--- src/design/kfs_pkg.sv ---
package kfs_pkg;

	localparam int TABLE_SIZE = 21;
	localparam int WORD_BYTES = 32;

	localparam logic [1:0] GRP_EMITTER   = 2'd0;
	localparam logic [1:0] GRP_PARTICLE  = 2'd1;
	localparam logic [1:0] GRP_SECONDARY = 2'd2;

	typedef logic [8*WORD_BYTES-1:0] kw_word_t;

	typedef struct packed {
		logic       step;
		logic       clear;
		logic [7:0] text_byte;
	} kfs_ctl_t;

	typedef struct packed {
		logic [7:0]  em;
		logic [31:0] pa;
		logic [3:0]  se;
	} kfs_flags_t;

	localparam kw_word_t KW_WORD [TABLE_SIZE] = '{
		kw_word_t'("immediate"),
		kw_word_t'("continuous"),
		kw_word_t'("dirdepend"),
		kw_word_t'("dont\137move\137with\137parent"),
		kw_word_t'("accel\137with\137parent"),
		kw_word_t'("glow"),
		kw_word_t'("clr\137change"),
		kw_word_t'("gravity"),
		kw_word_t'("collide"),
		kw_word_t'("collide\137liquid"),
		kw_word_t'("collide\137and\137die"),
		kw_word_t'("wind"),
		kw_word_t'("accelerate"),
		kw_word_t'("loop"),
		kw_word_t'("explode"),
		kw_word_t'("random\137orient"),
		kw_word_t'("vel\137stretch"),
		kw_word_t'("no\137z\137check"),
		kw_word_t'("damages"),
		kw_word_t'("hold\137last\137frame"),
		kw_word_t'("fire\137damage")
	};

	localparam logic [5:0] KW_LEN [TABLE_SIZE] = '{
		6'd9, 6'd10, 6'd9, 6'd21, 6'd17,
		6'd4, 6'd10, 6'd7, 6'd7, 6'd14, 6'd15, 6'd4, 6'd10, 6'd4, 6'd7, 6'd13,
		6'd11, 6'd10,
		6'd7, 6'd15, 6'd11
	};

	localparam logic [1:0] KW_GROUP [TABLE_SIZE] = '{
		GRP_EMITTER, GRP_EMITTER, GRP_EMITTER, GRP_EMITTER, GRP_EMITTER,
		GRP_PARTICLE, GRP_PARTICLE, GRP_PARTICLE, GRP_PARTICLE, GRP_PARTICLE,
		GRP_PARTICLE, GRP_PARTICLE, GRP_PARTICLE, GRP_PARTICLE, GRP_PARTICLE,
		GRP_PARTICLE, GRP_PARTICLE, GRP_PARTICLE,
		GRP_SECONDARY, GRP_SECONDARY, GRP_SECONDARY
	};

	localparam logic [31:0] KW_BITS [TABLE_SIZE] = '{
		32'h0000_0002, 32'h0000_0004, 32'h0000_0008, 32'h0000_0040, 32'h0000_0080,
		32'h0000_0002, 32'h0000_0004, 32'h0000_0008, 32'h0000_0010, 32'h0000_0400,
		32'h0000_0800, 32'hf000_0000, 32'h0000_0040, 32'h0000_0100, 32'h0000_0080,
		32'h0000_0200, 32'h0000_4000, 32'h0000_2000,
		32'h0000_0001, 32'h0000_0004, 32'h0000_0008
	};

	function automatic logic [7:0] kw_char(input int k, input int j);
		int pos;
		logic [7:0] ch;
		begin
			ch = 8'h00;
			if (j < int'(KW_LEN[k])) begin
				pos = 8 * (int'(KW_LEN[k]) - 1 - j);
				ch = KW_WORD[k][pos +: 8];
			end
			return ch;
		end
	endfunction

endpackage

--- src/design/kfs_cell.sv ---
module kfs_cell
	import kfs_pkg::*;
#(
	parameter int IDX     = 0,
	parameter int MAX_LEN = 21
) (
	input  logic       clk,
	input  logic       arst_n,
	input  kfs_ctl_t   ctl,
	input  kfs_flags_t acc_in,
	output kfs_flags_t acc_out
);

	localparam int          LEN  = int'(KW_LEN[IDX]);
	localparam logic [1:0]  GRP  = KW_GROUP[IDX];
	localparam logic [31:0] BITS = KW_BITS[IDX];

	logic [MAX_LEN-1:0] progress_q;
	logic [MAX_LEN-1:0] progress_nxt;
	logic               seen_q;
	logic               hit;

	always_comb begin
		progress_nxt = '0;
		hit = 1'b0;
		progress_nxt[0] = (LEN > 0) && (kw_char(IDX, 0) == ctl.text_byte);
		for (int j = 1; j < MAX_LEN; j++) begin
			progress_nxt[j] = (j < LEN) && progress_q[j-1] &&
				(kw_char(IDX, j) == ctl.text_byte);
		end
		for (int j = 0; j < MAX_LEN; j++) begin
			if (j == LEN - 1) begin
				hit = progress_nxt[j];
			end
		end
	end

	always_ff @(posedge clk or negedge arst_n) begin
		if (!arst_n) begin
			progress_q <= '0;
			seen_q     <= 1'b0;
		end else if (ctl.clear) begin
			progress_q <= '0;
			seen_q     <= 1'b0;
		end else if (ctl.step) begin
			progress_q <= progress_nxt;
			seen_q     <= seen_q | hit;
		end
	end

	// add this keyword's bits to the running flag words
	always_comb begin
		acc_out = acc_in;
		if (seen_q) begin
			case (GRP)
				GRP_EMITTER:   acc_out.em = acc_in.em | BITS[7:0];
				GRP_PARTICLE:  acc_out.pa = acc_in.pa | BITS;
				GRP_SECONDARY: acc_out.se = acc_in.se | BITS[3:0];
				default:       acc_out = acc_in;
			endcase
		end
	end

endmodule

--- src/design/keyword_flag_scanner_top.sv ---
// Channel   Direction  Handshake                  Word
// text      in         text_valid / text_ready    text_byte, text_kind
// flags     out        flags_valid / flags_ready  kind_done, emitter_flags,
//                                                 particle_flags, secondary_flags
//
// One byte per cycle when ready; every keyword cell updates its prefix vector on acceptance.
// A zero byte loads the flag words into the output register; they show in the next cycle.
// Text bytes other than zero pass while a flag word waits; a zero byte waits for flags_ready.
// Reset clears all prefix vectors, the seen bits and the output valid.
module keyword_flag_scanner_top
	import kfs_pkg::*;
#(
	parameter int KEYWORD_COUNT   = 21,
	parameter int MAX_KEYWORD_LEN = 21
) (
	input  logic        clk,
	input  logic        arst_n,
	input  logic        text_valid,
	output logic        text_ready,
	input  logic [7:0]  text_byte,
	input  logic        text_kind,
	output logic        flags_valid,
	input  logic        flags_ready,
	output logic        kind_done,
	output logic [7:0]  emitter_flags,
	output logic [31:0] particle_flags,
	output logic [3:0]  secondary_flags
);

	localparam int ACTIVE = (KEYWORD_COUNT < TABLE_SIZE) ? KEYWORD_COUNT : TABLE_SIZE;

	logic        text_end;
	logic        accept;
	logic [7:0]  folded;
	kfs_ctl_t    ctl;
	kfs_flags_t  acc [ACTIVE+1];

	logic        flags_valid_q;
	logic        kind_q;
	logic [7:0]  emitter_q;
	logic [31:0] particle_q;
	logic [3:0]  secondary_q;

	assign text_end   = (text_byte == 8'h00);
	assign text_ready = !flags_valid_q || flags_ready || !text_end;
	assign accept     = text_valid && text_ready;
	assign folded     = (text_byte >= 8'h41 && text_byte <= 8'h5a) ?
		text_byte + 8'h20 : text_byte;

	assign ctl.step      = accept && !text_end;
	assign ctl.clear     = accept && text_end;
	assign ctl.text_byte = folded;

	assign acc[0] = '0;

	for (genvar k = 0; k < ACTIVE; k++) begin : g_cell
		kfs_cell #(
			.IDX     (k),
			.MAX_LEN (MAX_KEYWORD_LEN)
		) u_cell (
			.clk     (clk),
			.arst_n  (arst_n),
			.ctl     (ctl),
			.acc_in  (acc[k]),
			.acc_out (acc[k+1])
		);
	end

	always_ff @(posedge clk or negedge arst_n) begin
		if (!arst_n) begin
			flags_valid_q <= 1'b0;
		end else if (ctl.clear) begin
			flags_valid_q <= 1'b1;
		end else if (flags_ready) begin
			flags_valid_q <= 1'b0;
		end
	end

	always_ff @(posedge clk) begin
		if (ctl.clear) begin
			kind_q      <= text_kind;
			emitter_q   <= text_kind ? 8'h00 : acc[ACTIVE].em;
			particle_q  <= text_kind ? acc[ACTIVE].pa : 32'h0;
			secondary_q <= text_kind ? acc[ACTIVE].se : 4'h0;
		end
	end

	assign flags_valid     = flags_valid_q;
	assign kind_done       = kind_q;
	assign emitter_flags   = emitter_q;
	assign particle_flags  = particle_q;
	assign secondary_flags = secondary_q;

endmodule

--- config.mk ---
export PLATFORM = sky130hd
export DESIGN_NAME = keyword_flag_scanner_top
export DESIGN_NICKNAME = d
export VERILOG_FILES = /design/src/design/kfs_pkg.sv /design/src/design/kfs_cell.sv /design/src/design/keyword_flag_scanner_top.sv
export SDC_FILE = /design/constraint.sdc
export NUM_CORES = 1
export LEC_CHECK = 0
export ABC_AREA = 1
export BUFFER_PORTS_ARGS = -buffer_cell sky130_fd_sc_hd__buf_2
export CAP_MARGIN = 15
export CELL_PAD_IN_SITES_DETAIL_PLACEMENT = 1
export CELL_PAD_IN_SITES_GLOBAL_PLACEMENT = 1
export CORE_AREA = 2 2 132 134
export CTS_BUF_LIST = sky130_fd_sc_hd__clkbuf_8
export DETAILED_ROUTE_END_ITERATION = 7
export DIE_AREA = 0 0 134 136
export GPL_ROUTABILITY_DRIVEN = 0
export GPL_TIMING_DRIVEN = 0
export PLACE_DENSITY_LB_ADDON = 0.1
export SKIP_LAST_GASP = 1
export SLEW_MARGIN = 25
export SYNTH_ARGS = -nofsm -noshare
export SYNTH_HDL_FRONTEND = slang
export SYNTH_SLANG_ARGS = --single-unit
--- constraint.sdc ---
create_clock -name clk -period 4.05 [get_ports clk]
set_input_delay 0.405 -clock clk [delete_from_list [all_inputs] [get_ports clk]]
set_output_delay 0.405 -clock clk [all_outputs]
set_load 0.01 [all_outputs]
==> flow_summary_export.csv, run 1 <==
group,metric,value,unit
floorplan,num_rows,48,
timing,fmax,0.3912,GHz
floorplan,fp.dieH,136,µm
timing,finalCritPeriodShare,0.6312,
place,place_area,9259,µm²
worst_setup_path,crit_arrival,2.96,ns
cts,cts_sinks,213,
floorplan,fp.dieW,134,µm
power_and_ir_drop,leakagePower,4.700,nW
synth,syn_avg_cell_area,9.537,µm²
synth,ys_seq_area_frac,0.6296,
power_and_ir_drop,internal_power,0.003070,W
synth,synth_cells,906,
power_and_ir_drop,p_comb_frac,0.056,
layout,synthToLayoutAreaGrowth,14.18,%
timing,rsz0062_at_grt,"false",
global_routing,antenna_found_initial,0,
global_routing,grt_pass1_wl,39250,µm
detailed_routing,via_per_inst,5.460,
timing,slew_violations,0,
detailed_routing,dr.pass1.iters,5,
global_routing,grt-ovfl-total,0,
layout,antenna_cells,0,
timing,slew_headroom,0.2601,
layout,postLayoutCoreUtil,0.5846,
floorplan,die_area,18220,µm²
timing,worst_slew_pin_slew,1.101,ns
detailed_routing,antenna_left,0,
synth,synth-seq-cells,213,
power_and_ir_drop,seq_power_share,0.535,
floorplan,io_pins,60,
worst_setup_path,crit_top_cell,"nand2_1",
layout,layout.nets,1017,
floorplan,core,16880,µm²
place,port-buffer-count,39,
timing,setup_viol,0,
global_routing,grt_usage,0.2886,
cts,cts.clk_slew.worst_paths,0.06,ns
layout,layout-drive-gt1-share,0.1404,
detailed_routing,drc,0,
synth,synth.area.top_cells,"dfrtp_1 55%, edfxtp_1 7.6%, nand2_1 7.2%",
timing,hold_viol,0,
cts,cts-root-buf,"clkbuf_8",
place,detailed_place_hpwl,17490,µm
power_and_ir_drop,switching_share,0.2473,
global_routing,busiest_layer,"met2",
worst_setup_path,crit_path_start_kind,"register",
synth,synth_warnings,0,
power_and_ir_drop,p_sw,0.001009,W
power_and_ir_drop,power_density,413.5,nW/µm²
global_routing,grtUsageMet3,0.06339,
cts,cts_tree,"done",
worst_setup_path,path_max_fanout,8,
synth,syn_area,8641,µm²
floorplan,initial_core_util,0.5120,
detailed_routing,routed_wirelength,25250,µm
detailed_routing,first_iter_violations,402,
synth,yosysTopAreaCell,"dfrtp_1",
worst_setup_path,cp_data_required_time,4.45,ns
power_and_ir_drop,ir_drop,0.0002906,V
synth,yosysUniqueCellTypes,24,
global_routing,grt_max_degree,81,
cts,htree_num_levels,2,
cts,cts_buffers,34,
cts,cts.path.max_buffers,3,
synth,synth_top_cell_area_share,0.5531,
power_and_ir_drop,clkPwrFrac,0.409,
detailed_routing,wl_per_cell,20.18,µm
global_routing,met1_usage,0.3833,
global_routing,grt.met2_usage,0.4635,
cts,cts_setup_buffers,0,
layout,final_cell_area,9866,µm²
run_status,status,"complete, no violations",
worst_setup_path,worst_setup_path_end_kind,"register",
worst_setup_path,critPathTopFamily,"simple AND/OR/NAND/NOR gates",
timing,min_period,2.556,ns
worst_setup_path,crit_buf_inv,1,
cts,clk_latency,0.53,ns
worst_setup_path,worstPathCellList,"inv_1 -> nor2_1 -> nand2_1 -> nand2_1 -> nor3_1 -> nand2_1 -> o22ai_1",
run,cap_violations,0,
min_path,hold_class,"in2reg",
timing,fin_worst_skew,0.02773,ns
cts,cts_resized,0,
worst_setup_path,slowest_delay,0.87,ns
worst_setup_path,slowest_stage,"nor3_1",
timing,worst_hold_slack,0.08475,ns
global_routing,grt_pass1_vias,7043,
detailed_routing,vias,6831,
worst_setup_path,worstSetupPathType,"reg2reg",
cell usage in the layout, fill, tap and decap left out, types with 2 or more instances in the layout:
master    instances
nor2_2            2
clkbuf_1         13
conb_1           20
inv_2             3
nand3_2           3
nand4_1          23
buf_6             2
o21ai_0          76
o21ai_1          32
nand2_2           2
nor3_1            7
dfrtp_1         191
nor2_1           40
nand2_1         165
a21oi_1          21
o22ai_1          39
buf_16            2
edfxtp_1         22
inv_1           163
buf_4            26
nand3_1          65
clkbuf_8         37
clkinv_1          2
nor3_2            3
buf_2            61
state kept, by name (all words and copies together) (netlist names):
| register | cells |
|---|---|
| emitter_flags | 5 |
| flags_valid | 1 |
| kind_done | 1 |
| particle_flags | 13 |
| g_cell.u_cell.progress_q | 169 |
| secondary_flags | 3 |
| g_cell.u_cell.seen_q | 21 |
power by group through the flow:
stage	Sequential (W)	Combinational [W]	Clock, W
floorplan	0.00222	0.000116	0
global placement	0.00222	0.000215	0
detailed placement	0.00222	0.000226	0
CTS	0.00218	0.000228	0.00169
global route	0.00218	0.000250	0.00179
finish	0.00218	0.000228	0.00167
final cells by class:
cell class,instances,area [µm²]
Inverter,148,555.5
Clock buffer,37,509.2
Tap cell,225,281.5
Fill cell,1930,7010
Buffer,65,385.4
Timing Repair Buffer,42,270.3
Clock inverter,22,87.58
Multi-Input combinational cell,499,2336
Sequential cell,213,5440
metrics by stage:
step           total power (W)  setup TNS [ns]  worst slack (ns)  std cells
6_report              0.004079               0             1.494       1251
5_1_grt               0.004221               0             1.467       1251
3_3_place_gp          0.002438         -117.19           -0.6251       1189
2_1_floorplan         0.002338               0             1.963        925
4_1_cts               0.004103               0             1.592       1251
3_5_place_dp          0.002449               0             1.174       1191
metal layers:
| metal | up-vias | share of wire |
|---|---|---|
| li1 | 3081 | - |
| met1 | 3438 | 0.42 |
| met2 | 251 | 0.47 |
| met3 | 61 | 0.071 |
| met4 | 0 | 0.032 |
| met5 | - | 0 |
cell usage after synthesis, drive strengths merged:
library cell / n
inv: 148
nor2: 42
clkbuf: 13
o21ai: 108
ha: 1
dfrtp: 191
nand3: 68
nand4: 23
a21oi: 21
edfxtp: 22
nand2: 167
o22ai: 39
conb: 1
buf: 52
nor3: 10
path summary, 6_finish.rpt:
check                                                                start                                           end  slack, ns  cells past startpoint
max in group asynchronous                                           arst_n   g_cell[16].u_cell.progress_q[2]$_DFFE_PN0P_       2.94                      3
worst max-delay path                               flags_valid$_DFFE_PN0P_  g_cell[15].u_cell.progress_q[11]$_DFFE_PN0P_       1.49                      7
worst min-delay path                                           flags_ready                       flags_valid$_DFFE_PN0P_       0.08                      2
worst min register to register  g_cell[6].u_cell.progress_q[2]$_DFFE_PN0P_    g_cell[6].u_cell.progress_q[2]$_DFFE_PN0P_       0.48                      2
min in group asynchronous                                           arst_n   g_cell[15].u_cell.progress_q[1]$_DFFE_PN0P_       0.40                      2
worst max register to register                     flags_valid$_DFFE_PN0P_  g_cell[15].u_cell.progress_q[11]$_DFFE_PN0P_       1.49                      7
logic make-up (layout without fill, tap and decap cells):
logic type      after synthesis  count (layout)  share of synthesized area
simple gates                310             310                     0.1567
other cells                   1              20                  0.0004340
buf+inv                     213             314                     0.1089
compound gates              168             168                     0.1030
fa+ha+maj                     1               1                   0.001448
flops                       213             213                     0.6296
timing repair:
| item | in CTS | in global routing |
|---|---|---|
| endpoints found under the setup margin | 0 | 0 |
| hold buffers | 1 | 0 |
| hold endpoints to repair | 47 | 0 |
(Power assumes the default switching activity.)
==> run 2: changes to the inputs <==
Settings changed: CORE_AREA 2 2 132 134 to 2 2 144 146, DIE_AREA 0 0 134 136 to 0 0 146 148.
Clock period 4.05 ns to 2.2 ns, I/O delays scaled along.
==> flow_summary_export.csv, run 2 (synthesis results as in run 1) <==
group,metric,value,unit
run_status,status,"complete, no violations",
power_and_ir_drop,power_density,770.4,nW/µm²
detailed_routing,antenna_left,0,
timing,hold_viol,0,
detailed_routing,vias,6721,
cts,cts_buffers,37,
timing,min_period,2.153,ns
layout,synthToLayoutAreaGrowth,15.93,%
layout,final_common_cell,"dfrtp_1",
layout,layout-drive-gt1-share,0.1495,
layout,postLayoutCoreUtil,0.4999,
timing,slew_violations,0,
worst_setup_path,ff2ff_setup_slack,0.05,ns
worst_setup_path,cp_data_required_time,2.63,ns
layout,largest_reg_flops,169,
cts,cts_tree,"done",
floorplan,initial_core_util,0.4312,
global_routing,grt_max_degree,85,
timing,rsz0062_at_grt,"true",
detailed_routing,via_per_inst,5.170,
floorplan,fp.dieH,148,µm
timing,fin_worst_skew,0.02244,ns
detailed_routing,wl_per_cell,19.78,µm
worst_setup_path,worstPathCellList,"inv_1 -> nor2_1 -> nand2_1 -> nand2_1 -> nor3_2 -> nand2_1 -> o21ai_1",
worst_setup_path,crit_path_start_kind,"register",
timing,slew_headroom,0.3476,
detailed_routing,drc,0,
layout,multiInputGateArea,2351,µm²
layout,top_register,"g_cell.u_cell.progress_q",
layout,antenna_cells,0,
global_routing,grt-ovfl-total,0,
layout,layout.nets,1022,
place,detailed_place_hpwl,17540,µm
floorplan,die_area,21610,µm²
timing,worst_slew_pin_slew,0.9750,ns
cts,htree_num_levels,2,
layout,seqCellArea,5440,µm²
cts,cts.path.max_buffers,3,
timing,setup_viol,0,
worst_setup_path,worstSetupPathType,"reg2reg",
min_path,hold_class,"in2reg",
place,port-buffer-count,39,
power_and_ir_drop,ir_drop,0.0004581,V
global_routing,antenna_found_initial,0,
cts,clk_latency,0.53,ns
floorplan,fp.dieW,146,µm
worst_setup_path,crit_arrival,2.58,ns
cts,cts.clk_slew.worst_paths,0.06,ns
worst_setup_path,slowest_delay,0.56,ns
cts,cts-root-buf,"clkbuf_8",
floorplan,core,20040,µm²
global_routing,grt_pass1_vias,7021,
detailed_routing,dr.pass1.iters,4,
global_routing,grt_usage,0.2482,
timing,finalSetupTns,0,ns
layout,n_fill_cell,2371,
floorplan,num_rows,52,
cts,cts_sinks,213,
global_routing,grt_pass1_wl,40790,µm
detailed_routing,routed_wirelength,25720,µm
run,cap_violations,0,
floorplan,io_pins,60,
worst_setup_path,worst_setup_path_end_kind,"register",
timing,fmax,0.4645,GHz
worst_setup_path,path_max_fanout,8,
layout,final_cell_mix,"191 x dfrtp_1, 165 x nand2_1, 160 x inv_1",
detailed_routing,first_iter_violations,375,
worst_setup_path,slowest_stage,"nor3_2",
timing,finalCritPeriodShare,0.9785,
power_and_ir_drop,leakagePower,4.737,nW
worst_setup_path,crit_top_cell,"nand2_1",
## run 2: metal layers
| layer | track usage | up-vias | part of all wire |
|---|---|---|---|
| met5 | 0 | - | 0 |
| met4 | 0.09175 | 0 | 0.036 |
| met3 | 0.03981 | 56 | 0.051 |
| met2 | 0.4019 | 186 | 0.47 |
| met1 | 0.3408 | 3388 | 0.45 |
| li1 | - | 3091 | - |
## run 2: path summary, 6_finish.rpt
check	start	end	cells past startpoint
max	flags_valid$_DFFE_PN0P_	g_cell[1].u_cell.progress_q[5]$_DFFE_PN0P_	7
min	text_byte[4]	g_cell[10].u_cell.progress_q[11]$_DFFE_PN0P_	5
min in group asynchronous	arst_n	g_cell[11].u_cell.progress_q[0]$_DFFE_PN0P_	2
max in group asynchronous	arst_n	g_cell[15].u_cell.progress_q[5]$_DFFE_PN0P_	3
min reg2reg	g_cell[9].u_cell.progress_q[7]$_DFFE_PN0P_	g_cell[9].u_cell.progress_q[7]$_DFFE_PN0P_	2
max reg2reg	flags_valid$_DFFE_PN0P_	g_cell[1].u_cell.progress_q[5]$_DFFE_PN0P_	7
## run 2: stage by stage
step	power [W]	hold slack [ns]	worst slack [ns]	area (µm²)	cells
floorplan	0.004304	-0.07559	0.2980	8712	925
global placement	0.004499	0.4421	-2.425	9245	1234
detailed placement	0.004519	0.09981	-0.6953	9315	1236
CTS	0.007807	0.1276	0.07052	10010	1300
global route	0.008013	0.1604	-0.001618	10020	1300
finish	0.007717	0.1415	0.04731	10020	1300
## run 2: worst max-delay path, delay by kind of cell (launching register included)
family	cells	cell delay, ns
DFF	1	0.37
and+or+nand+nor	5	1.34
buffers and inverters	1	0.06
AOI/OAI and AO/OA	1	0.27
## run 2: layout make-up
| class | count | area share |
|---|---|---|
| repair buffers | 44 | 0.02898 |
| inverters | 148 | 0.05546 |
| clock inverters | 19 | 0.007494 |
| plain buffers | 65 | 0.03885 |
| multi-input cells | 499 | 0.2347 |
| flip-flops and latches | 213 | 0.5431 |
| well taps | 270 | 0.03372 |
| clock buffers | 42 | 0.05771 |
## run 2: where the power goes
group	switching, W	leakage, nW	internal [W]
registers	0.0000136	2.78	0.00401
logic	0.000321	1.56	0.000109
clock network	0.00154	0.395	0.00172
total	0.00188	4.74	0.00584
## run 2: what timing repair did
| item | 4_1_cts | 5_1_grt |
|---|---|---|
| resized for setup | 4 | 1 |
| gates cloned | 0 | 0 |
| hold buffers | 3 | 0 |
| endpoints found under the hold margin | 194 | 0 |
| setup buffers | 0 | 0 |
| setup endpoints to repair | 32 | 5 |
==> run 3: changes to the inputs <==
Settings changed: CORE_AREA 2 2 144 146 to 2 2 132 134, DIE_AREA 0 0 146 148 to 0 0 134 136.
Clock period 2.2 ns to 2.6 ns, I/O delays scaled along.
==> flow_summary_export.csv, run 3 (synthesis results as in run 1) <==
group,metric,value,unit
run_status,status,"complete, no violations",
worst_setup_path,path_max_fanout,8,
worst_setup_path,ff2ff_setup_slack,0.06,ns
detailed_routing,first_iter_violations,401,
timing,rsz0062_at_grt,"false",
layout,largest_reg_flops,169,
layout,n_fill_cell,1928,
detailed_routing,vias,6837,
timing,fmax,0.3942,GHz
timing,fin_ws,0.06341,ns
run,cap_violations,0,
floorplan,initial_core_util,0.5120,
global_routing,grt_pass1_wl,39310,µm
min_path,min_path_cells,5,
cts,cts_setup_buffers,0,
detailed_routing,via_per_inst,5.457,
cts,clk_latency,0.52,ns
layout,final_cell_mix,"191 x dfrtp_1, 165 x nand2_1, 163 x inv_1",
cts,cts-root-buf,"clkbuf_8",
power_and_ir_drop,internal_power,0.004785,W
power_and_ir_drop,p_sw,0.001579,W
timing,fin_worst_skew,0.02594,ns
detailed_routing,drc,0,
power_and_ir_drop,clkPwrFrac,0.409,
floorplan,die_area,18220,µm²
timing,min_period,2.537,ns
layout,final_common_cell,"dfrtp_1",
cts,cts_tree,"done",
power_and_ir_drop,p_comb_frac,0.056,
floorplan,io_pins,60,
global_routing,grt_max_degree,81,
layout,layout.nets,1019,
worst_setup_path,cp_data_required_time,3.01,ns
global_routing,antenna_found_initial,0,
power_and_ir_drop,leakagePower,4.709,nW
cts,cts_sinks,213,
layout,synthToLayoutAreaGrowth,14.41,%
layout,antenna_cells,0,
cts,cts.path.max_buffers,3,
cts,htree_num_levels,2,
worst_setup_path,worst_setup_path_end_kind,"register",
worst_setup_path,r2r_start,"flags_valid$_DFFE_PN0P_",
power_and_ir_drop,ir_drop,0.0004557,V
detailed_routing,antenna_left,0,
place,place_ws,-0.1309,ns
layout,layout-drive-gt1-share,0.1401,
global_routing,grt_pass1_vias,7060,
min_path,worstHoldEndpoint,"g_cell[19].u_cell.progress_q[9]$_DFFE_PN0P_",
cts,cts_resized,0,
worst_setup_path,slowest_delay,0.85,ns
layout,seqCellArea,5440,µm²
global_routing,grt-ovfl-total,0,
floorplan,num_rows,48,
cts,cts_buffers,34,
floorplan,fp.dieH,136,µm
layout,top_register,"g_cell.u_cell.progress_q",
worst_setup_path,worstPathCellList,"inv_1 -> nor2_1 -> nand2_1 -> nand2_1 -> nor3_1 -> nand2_1 -> o22ai_1",
floorplan,fp.dieW,134,µm
worst_setup_path,crit_path_start_kind,"register",
power_and_ir_drop,switching_share,0.2482,
power_and_ir_drop,seq_power_share,0.534,
timing,slew_violations,0,
worst_setup_path,worstSetupPathType,"reg2reg",
detailed_routing,routed_wirelength,25340,µm
worst_setup_path,reg2regPathDepth,7,
timing,hold_viol,0,
cts,postCtsHoldBufs,3,
worst_setup_path,r2r_end,"g_cell[15].u_cell.progress_q[11]$_DFFE_PN0P_",
min_path,hold_class,"in2reg",
worst_setup_path,crit_top_cell,"nand2_1",
floorplan,core,16880,µm²
place,detailed_place_hpwl,17490,µm
timing,finalCritPeriodShare,0.9756,
worst_setup_path,slowest_stage,"nor3_1",
cts,cts.clk_slew.worst_paths,0.06,ns
detailed_routing,wl_per_cell,20.23,µm
timing,slew_headroom,0.2745,
timing,worst_hold_slack,0.1861,ns
layout,multiInputGateArea,2336,µm²
timing,setup_viol,0,
global_routing,grt_usage,0.2891,
worst_setup_path,crit_arrival,2.94,ns
timing,worst_slew_pin_slew,1.080,ns
power_and_ir_drop,power_density,643.8,nW/µm²
min_path,hp-start,"text_byte[4]",
detailed_routing,dr.pass1.iters,5,
place,port-buffer-count,39,
## run 3: cell count changes in the layout (fill, tap and decap cells not counted)
| cell | previous run | this run |
|---|---|---|
| buf_4 | 27 | 26 |
| clkinvlp_4 | 0 | 1 |
| nor3_1 | 4 | 7 |
| clkinv_2 | 3 | 1 |
| nor3_2 | 6 | 3 |
| clkinv_1 | 1 | 2 |
| clkbuf_8 | 42 | 37 |
| buf_1 | 0 | 1 |
| inv_1 | 160 | 163 |
## run 3: how the worst max path moves through the flow
stage | start | end | slack [ns] | depth (start not counted)
finish | flags_valid$_DFFE_PN0P_ | g_cell[15].u_cell.progress_q[11]$_DFFE_PN0P_ | 0.06 | 7
global route | flags_valid$_DFFE_PN0P_ | g_cell[15].u_cell.progress_q[11]$_DFFE_PN0P_ | 0.02 | 7
detailed placement | text_byte[1] | g_cell[15].u_cell.progress_q[11]$_DFFE_PN0P_ | -0.13 | 11
CTS | flags_valid$_DFFE_PN0P_ | g_cell[15].u_cell.progress_q[11]$_DFFE_PN0P_ | 0.14 | 7
global placement | arst_n | g_cell[19].u_cell.seen_q$_DFFE_PN0P_ | -1.93 | 1
floorplan | text_byte[0] | emitter_flags[1]$_SDFFCE_PP0P_ | 0.66 | 12
## run 3: metrics by stage
stage	total power, W	util	instances	area (µm²)	setup TNS, ns
finish	0.006364	0.5858	1253	9886	0
global route	0.006578	0.5858	1253	9886	0
CTS	0.006393	0.5858	1253	9886	0
detailed placement	0.003814	0.5486	1191	9259	-1.660
global placement	0.003797	0.5445	1189	9189	-367.92
floorplan	0.003642	-	925	8712	0
## run 3: area by class of cell
cell class                      instances  share of cell area
Buffer                                 65             0.03898
Inverter                              148             0.05620
Sequential cell                       213              0.5503
Timing Repair Buffer                   44             0.02936
Multi-Input combinational cell        499              0.2363
Tap cell                              225             0.02848
Clock buffer                           37             0.05151
Clock inverter                         22            0.008860
## run 3: power groups by stage
stage / Sequential, W / Clock, W / Combinational, W
after floorplan: 0.00346 / 0 / 0.000181
after global placement: 0.00346 / 0 / 0.000335
after detailed placement: 0.00346 / 0 / 0.000352
after CTS: 0.00340 / 0.00263 / 0.000358
after global routing: 0.00340 / 0.00278 / 0.000392
final: 0.00340 / 0.00261 / 0.000357
## run 3: worst max-delay path: cells and delay by family (launching register included)
family	cells	cell delay, ns
AND/OR/NAND/NOR	5	1.69
flip-flops	1	0.37
AO/OA/AOI/OAI	1	0.29
buffers and inverters	1	0.07
## run 3: per-layer routing
layer / share of wire / track usage / vias to the layer above
li1: - / - / 3087
met1: 0.42 / 0.3835 / 3458
met2: 0.48 / 0.4652 / 237
met3: 0.069 / 0.06301 / 55
met4: 0.032 / 0.1200 / 0
met5: 0 / 0 / -
